--- src/sv/alpr_pkg.sv ---
// ----------------------------------------------------------------------------
// Alpha recovery package
// Widths, pipeline depth and the stage payload type shared by the alpha
// recovery block, its channel interfaces and its divider stage.
// ----------------------------------------------------------------------------
`default_nettype none

package alpr_pkg;

   // Pixel channel width and the width of 255 times a channel value.
   localparam int PIX_W = 8;
   localparam int NUM_W = 2 * PIX_W;

   // Colour channels that are unpremultiplied in parallel.
   localparam int NUM_CH = 3;

   // Quotient bits resolved in each divider stage, and the number of stages.
   localparam int BITS_PER_STAGE = 2;
   localparam int DIV_STAGES = NUM_W / BITS_PER_STAGE;

   // Full-scale channel value.
   localparam logic [PIX_W-1:0] FULL_SCALE = 8'd255;

   // Payload of one beat as it moves through the divider pipeline. Each
   // channel carries a partial remainder and a work word which holds the
   // unused numerator bits at the top and the quotient bits found so far
   // at the bottom.
   typedef struct packed {
      logic [PIX_W-1:0]                  alpha;
      logic                              last;
      logic [NUM_CH-1:0][PIX_W-1:0]      rem;
      logic [NUM_CH-1:0][NUM_W-1:0]      work;
   } alpr_div_type;

endpackage : alpr_pkg

`default_nettype wire

--- src/sv/alpr_div_stage.sv ---
// ----------------------------------------------------------------------------
// Alpha recovery divider stage
// One registered pipeline stage of a restoring divider. It resolves
// BITS_PER_STAGE quotient bits for every colour channel against the beat's
// alpha, and holds its beat while the stage downstream is stalled.
// ----------------------------------------------------------------------------
`default_nettype none

module alpr_div_stage
   import alpr_pkg::*;
(
   input  wire logic         clock,
   input  wire logic         reset,
   input  wire logic         in_valid,
   output logic              in_ready,
   input  wire alpr_div_type in_data,
   output logic              out_valid,
   input  wire logic         out_ready,
   output alpr_div_type      out_data
);

   logic         valid_ff;
   logic         valid_in;
   alpr_div_type data_ff;
   alpr_div_type data_in;

   // The stage can take a beat when it is empty or its beat moves on.
   assign in_ready = !valid_ff || out_ready;
   assign valid_in = in_ready ? in_valid : valid_ff;

   // Restoring division steps: shift the next numerator bit into the
   // remainder, subtract alpha when it fits and record the quotient bit.
   always_comb begin
      logic [PIX_W:0]   trial;
      logic [PIX_W-1:0] rem;
      logic [NUM_W-1:0] work;
      logic             qbit;

      data_in = in_data;
      for (int ch = 0; ch < NUM_CH; ch++) begin
         rem  = in_data.rem[ch];
         work = in_data.work[ch];
         for (int step = 0; step < BITS_PER_STAGE; step++) begin
            trial = {rem, work[NUM_W-1]};
            qbit  = (trial >= {1'b0, in_data.alpha});
            if (qbit) begin
               trial = trial - {1'b0, in_data.alpha};
            end
            rem  = trial[PIX_W-1:0];
            work = {work[NUM_W-2:0], qbit};
         end
         data_in.rem[ch]  = rem;
         data_in.work[ch] = work;
      end
   end

   // Valid bit under reset; the payload loads only on an accepted beat.
   always_ff @(posedge clock) begin
      if (reset) begin
         valid_ff <= 1'b0;
      end else begin
         valid_ff <= valid_in;
      end
   end

   always_ff @(posedge clock) begin
      if (in_valid && in_ready) begin
         data_ff <= data_in;
      end
   end

   assign out_valid = valid_ff;
   assign out_data  = data_ff;

endmodule : alpr_div_stage

`default_nettype wire

--- config.mk ---
export PLATFORM = sky130hd
export DESIGN_NAME = alpr_div_stage
export DESIGN_NICKNAME = d
export VERILOG_FILES = /design/src/sv/alpr_pkg.sv /design/src/sv/alpr_div_stage.sv
export SDC_FILE = /design/constraint.sdc
export NUM_CORES = 1
export LEC_CHECK = 0
export ABC_AREA = 1
export BUFFER_PORTS_ARGS = -buffer_cell sky130_fd_sc_hd__buf_2
export CORE_MARGIN = 8
export CORE_UTILIZATION = 45
export DETAILED_ROUTE_END_ITERATION = 8
export PLACE_DENSITY = 0.75
export REMOVE_ABC_BUFFERS = 1
export SYNTH_ARGS = -nofsm -noshare
export SYNTH_HDL_FRONTEND = slang
export SYNTH_SLANG_ARGS = --single-unit
--- constraint.sdc ---
create_clock -name clock -period 6.5 [get_ports clock]
set_clock_uncertainty 0.15 [all_clocks]
set_input_delay 0.975 -clock clock [delete_from_list [all_inputs] [get_ports clock]]
set_output_delay 0.975 -clock clock [all_outputs]
set_load 0.005 [all_outputs]
==> results of run 1 <==
## per-layer routing
metal  vias to the layer above  wire length (um)  GRT usage (%)
li1                       2477                 -              -
met1                      2157              6446          21.78
met2                       174              7347          31.65
met3                        13              1149          3.558
met4                         0               197          5.321
met5                         -                 0              0
## cell usage in the layout (no fill, tap or decap), types with 5 or more instances in the layout
cell type  count
a21oi_1       21
buf_2        167
clkbuf_16      9
edfxtp_1      81
fa_1           6
ha_1          48
inv_1         70
inv_2         10
nand2_1      205
nand2_2        9
nand2_4        9
nand3_1       52
nand3_4        5
nand3b_1       6
nand4_1        5
nor2_1        31
nor2_2         8
o21ai_0        7
o21ai_1        5
xnor2_1        7
xor2_1        18
## path summary, 6_finish.rpt
kind	slack, ps	end	from
hold / removal	390	out_valid	out_valid
setup / recovery	2270	out_data[69]	in_data[74]
hold reg to reg	390	out_valid	out_valid
setup reg to reg	4090	out_data[75]	out_valid
## through the flow
stage / hold WS, ps / cell area (sq um)
after floorplan: 356.7 / 5720
after global placement: 367.9 / 6790
after detailed placement: 382.3 / 6790
after CTS: 392.7 / 7122
after global routing: 425.7 / 7122
final: 386.8 / 7122
## where the power goes
| part | internal [mW] | switching, mW | leakage (nW) | total [mW] |
|---|---|---|---|---|
| combinational | 0.246 | 0.385 | 2.58 | 0.631 |
| clock | 0.343 | 0.216 | 0.163 | 0.560 |
| sequential | 0.670 | 0.0183 | 0.791 | 0.688 |
## sequential cells by signal (all words and copies together) (netlist names)
register	flops
out_data	81
out_valid	1
## worst max-delay path: stages
cell     delay, ps
buf_2          100
inv_1          470
ha_1           400
nand2_1        100
nor2_2          50
nand2_2         60
nand3_4        100
a21oi_4        270
nand2_1         90
nand2_1        100
ha_1           310
a21oi_1        230
nand2_1        130
nand3_1         90
nand3_1        140
nand2_4        170
nand4_4        180
nand2_1        120
nand2_1         60
## kinds of logic (layout without fill, tap and decap cells)
logic type                 Yosys count  in the layout
DFF                                 82             82
xor gates and xnor gates            25             25
AOI/OAI and AO/OA                   48             48
and+or+nand+nor                    345            345
buffers and inverters               82            266
adders and majority gates           54             54
## cell type report
type | count | area, sq um
fillers | 1162 | 5395
multi-input cells | 472 | 2969
flip-flops and latches | 82 | 2452
repair buffers | 168 | 843.3
inverters | 82 | 310.3
clock buffers | 9 | 225.2
well taps | 172 | 215.2
clock inverters | 7 | 106.4
==> impl_metrics.json, run 1 <==
{
  "pre_cts_ws_ps": 1956,
  "setup_viol": 0,
  "powerDensity_nw_per_um2": 263.8,
  "dr.pass1.iters": 4,
  "cts_resized": 0,
  "synth-compound-area-share_pct": 5.096,
  "syn_area_per_cell_sq_um": 8.994,
  "finalSetupTns_ps": 0,
  "synth.most_common_cell": "nand2_1",
  "drt_iter0_drc": 333,
  "globalplace.congestion": 0.9346,
  "drive_gt1_share_pct": 29.76,
  "postCtsHoldBufs": 0,
  "ys_types": 37,
  "core_area_sq_um": 12520,
  "grt_pass1_wl_um": 23390,
  "place.port_buffers": 167,
  "min_delay_path_depth": 2,
  "maxCapViolations": 0,
  "antennaDiodeCount": 0,
  "wl_per_cell_um": 15.26,
  "drt_wl_total_um": 15140,
  "syn_inst": 636,
  "power.total_mw": 1.879,
  "synth_top_area_share_pct": 42.52,
  "synthFlopType": "edfxtp_1",
  "fin_nets": 954,
  "cp-end-kind": "flop",
  "syn_to_final_growth_pct": 24.50,
  "maxSlewHeadroom_pct": 23.67,
  "min_period_ps": 4233,
  "antenna_found_initial": 0,
  "ys_seq_elements": 82,
  "rr_worst_depth": 2,
  "tightest_slew_ps": 1142,
  "clockRootBuffer": "clkbuf_16",
  "status": "finished clean",
  "synth_common_cells": "205 x nand2_1, 81 x edfxtp_1, 70 x inv_1",
  "dp_hpwl_um": 12270,
  "yosys_warnings": 0,
  "synth_top_family_by_area": "simple AND/OR/NAND/NOR gates",
  "worstSkewPairLatency_ps": 330,
  "path_clk_slew_ps": 70,
  "path_class": "in -> reg",
  "initial_core_util_pct": 45.70,
  "post_cts_buffers": 0,
  "drv_slew": 0,
  "cts_buffer_depth": 2,
  "cts_sinks": 82,
  "startpoint_type": "input pin",
  "synth-xor-area-share_pct": 3.828,
  "vias": 4821,
  "cts_tree": "yes",
  "antenna_left": 0,
  "hold_class": "reg -> reg",
  "synthSimpleGateAreaFrac_pct": 30.18,
  "track_usage_pct": 18.00,
  "grt_max_degree": 43,
  "row_count": 41,
  "dieArea_sq_um": 16580,
  "cts_max_level": 3,
  "routed_via_density": 4.860,
  "async_flop_share_pct": 0,
  "irDropWorstVdd_mv": 0.1425,
  "synthMuxAreaShare_pct": 0,
  "pin_count": 168,
  "synth_edf_count": 81,
  "worstPathMaxFanout": 12,
  "grt_overflow": 0,
  "utilization_pct": 56.90,
  "fin_cells": 992,
  "postLayoutSetupSlackWorst_ps": 2267,
  "arrival_ps": 4170,
  "synth_seq_area_share_pct": 42.87,
  "ys_top_cells_by_area": "edfxtp_1 43%, nand2_1 13%, ha_1 10%",
  "drc_errors": 0,
  "first_global_vias": 4732,
  "die_w_um": 128.8,
  "synth.cell_area_sq_um": 5720,
  "rsz0062_at_grt": "no",
  "fin_crit_sh_pct": 65.13,
  "fmax_ghz": 0.2362,
  "leakage_nw": 3.538,
  "required_ps": 6440,
  "synth.largest_area_cell": "edfxtp_1",
  "finalHoldViolCount": 0,
  "numCtsBuffers": 9,
  "synth_fa_ha_area_share_pct": 12.60,
  "placedCellCount": 976,
  "die_h_um": 128.8
}
Power figures use the tool's default switching activity.
==> run 2: changes to the inputs <==
--- a/config.mk
+++ b/config.mk
@@ -10,7 +10,7 @@
 export CORE_MARGIN = 8
 export CORE_UTILIZATION = 45
 export DETAILED_ROUTE_END_ITERATION = 8
-export PLACE_DENSITY = 0.75
+export PLACE_DENSITY = 0.78
 export REMOVE_ABC_BUFFERS = 1
 export SYNTH_ARGS = -nofsm -noshare
 export SYNTH_HDL_FRONTEND = slang
==> constraint.sdc (replaced) <==
create_clock -name clock -period 3.56 [get_ports clock]
set_clock_uncertainty 0.15 [all_clocks]
set_input_delay 0.534 -clock clock [delete_from_list [all_inputs] [get_ports clock]]
set_output_delay 0.534 -clock clock [all_outputs]
set_load 0.005 [all_outputs]
==> run 2 against run 1 <==
  * Core utilization is 5.4 points higher
  * Critical endpoint is now out_data[67]
  * Routed wire length is 4.8% higher
  * Clock power is 59% higher
  * Register-to-register slack worse by 2100 ps
  * Hold slack worse by 190 ps
  * Final cell count is 8.9% higher
  * Largest power group is now combinational logic
  * Via count is 8.0% higher
==> impl_metrics.json, run 2 (synthesized netlist as in run 1, its figures left out) <==
{
  "die_w_um": 128.8,
  "r2r_setup_slack_ps": 2030,
  "fin_nets": 1042,
  "setup_viol": 0,
  "drt_iter0_drc": 257,
  "initial_core_util_pct": 45.70,
  "core_area_sq_um": 12520,
  "required_ps": 3500,
  "clockRootBuffer": "clkbuf_16",
  "maxSlewHeadroom_pct": 72.66,
  "path_clk_slew_ps": 70,
  "place.port_buffers": 167,
  "cp-startpoint": "in_data[80]",
  "rr_worst_depth": 2,
  "cp-end-kind": "flop",
  "critPathCapture": "out_data[67]",
  "irDropWorstVdd_mv": 0.2319,
  "path_class": "in -> reg",
  "pin_count": 168,
  "syn_to_final_growth_pct": 36.31,
  "fin_crit_sh_pct": 93.82,
  "antenna_left": 0,
  "cts_buffer_depth": 2,
  "dr.pass1.iters": 4,
  "critPathSlowestCell": "ha_1",
  "antenna_found_initial": 0,
  "antennaDiodeCount": 0,
  "wl_per_cell_um": 14.70,
  "row_count": 41,
  "path_buf_inv": 4,
  "status": "finished clean",
  "fmax_ghz": 0.2994,
  "cp_top_family": "simple AND/OR/NAND/NOR gates",
  "powerDensity_nw_per_um2": 449.7,
  "arrival_ps": 3280,
  "dp_hpwl_um": 13260,
  "r2r_end": "out_data[75]",
  "layout_common_cells": "205 x nand2_1, 167 x buf_2, 88 x buf_4, 81 x edfxtp_1, 69 x inv_1",
  "die_h_um": 128.8,
  "worst-path-stages": 18,
  "worst_path_most_repeated_cell": "nand2_1",
  "drc_errors": 0,
  "drv_slew": 0,
  "final_common_cell": "nand2_1",
  "rsz0062_at_grt": "yes",
  "min-delay-start": "reset",
  "grt_max_degree": 78,
  "grt_overflow": 0,
  "drive_gt1_share_pct": 37.00,
  "drt_wl_total_um": 15880,
  "dieArea_sq_um": 16580,
  "min_period_ps": 3340,
  "finalHoldViolCount": 0,
  "finalSetupTns_ps": 0,
  "leakage_nw": 3.935,
  "tightest_slew_ps": 410.1,
  "first_global_vias": 5037,
  "globalplace.congestion": 0.9347,
  "numCtsBuffers": 9,
  "hold_class": "in -> reg",
  "r2r-start": "out_valid",
  "grt_pass1_wl_um": 24940,
  "cts_sinks": 82,
  "pre_cts_ws_ps": -292.1,
  "slowest_delay_ps": 380,
  "path_cells": "buf_2 -> inv_1 -> ha_1 -> a21boi_1 -> nand2_1 -> a21oi_4 -> buf_4 -> nand2_1 -> o21ai_1 -> ha_1 -> nand2_1 -> inv_1 -> nand3_1 -> nand3_1 -> nand2_4 -> nand4_4 -> nand2_1 -> nand2_1",
  "routed_via_density": 4.820,
  "postLayoutSetupSlackWorst_ps": 219.9,
  "startpoint_type": "input pin",
  "largest_reg_flops": 81,
  "cts_max_level": 3,
  "maxCapViolations": 0,
  "hold_ws_ps": 193.9,
  "worstPathMaxFanout": 9,
  "cts_tree": "yes",
  "vias": 5206,
  "worstSkewPairLatency_ps": 330,
  "track_usage_pct": 19.18
}
[run 2: worst min path at each step]
stage,end,slack [ps],depth (start not counted)
finish,out_valid,190,2
CTS,out_valid,180,2
global route,out_valid,180,2
global placement,out_valid,370,2
floorplan,out_valid,360,2
detailed placement,out_valid,390,2
[run 2: final cells by class]
type / count / area, sq um
timing repair buffer: 256 / 1516
sequential: 82 / 2452
clock inverter: 7 / 68.82
fill: 1099 / 4720
inverter: 82 / 314.1
clock buffer: 9 / 225.2
multi-input combinational: 472 / 3005
tap: 172 / 215.2
[run 2: per-layer routing]
| metal | global-route usage (%) | vias to the layer above | part of all wire [%] |
|---|---|---|---|
| li1 | - | 2658 | - |
| met1 | 23.35 | 2344 | 43 |
| met2 | 32.82 | 181 | 47 |
| met3 | 4.592 | 23 | 7.7 |
| met4 | 5.943 | 0 | 1.8 |
| met5 | 0 | - | 0 |
[run 2: worst reg2reg max path, cell delays in order (launching register included)]
cell and delay (ps):
dfxtp_1 350, a21oi_4 260, buf_12 370
[run 2: power by group]
group	total, mW	switching (mW)	leakage, nW	internal, mW
clock	0.890	0.400	0.138	0.490
combinational	1.37	0.744	3.01	0.623
sequential	1.25	0.0282	0.791	1.22
total	3.51	1.17	3.94	2.33
[run 2: per-stage QoR]
stage	cells	util, %	power [mW]	cell area (sq um)
final	1080	62.30	3.506	7797
after detailed placement	1060	59.39	2.627	7433
after CTS	1076	61.74	3.524	7727
after floorplan	636	-	2.075	5720
after global routing	1080	62.30	3.744	7797
after global placement	1060	59.39	2.606	7433
[run 2: timing repair]
action / 4_1_cts / 5_1_grt
hold buffers: 0 / 0
gates resized for setup: 0 / 5
endpoints found under the setup margin: 0 / 9
setup buffers: 0 / 4
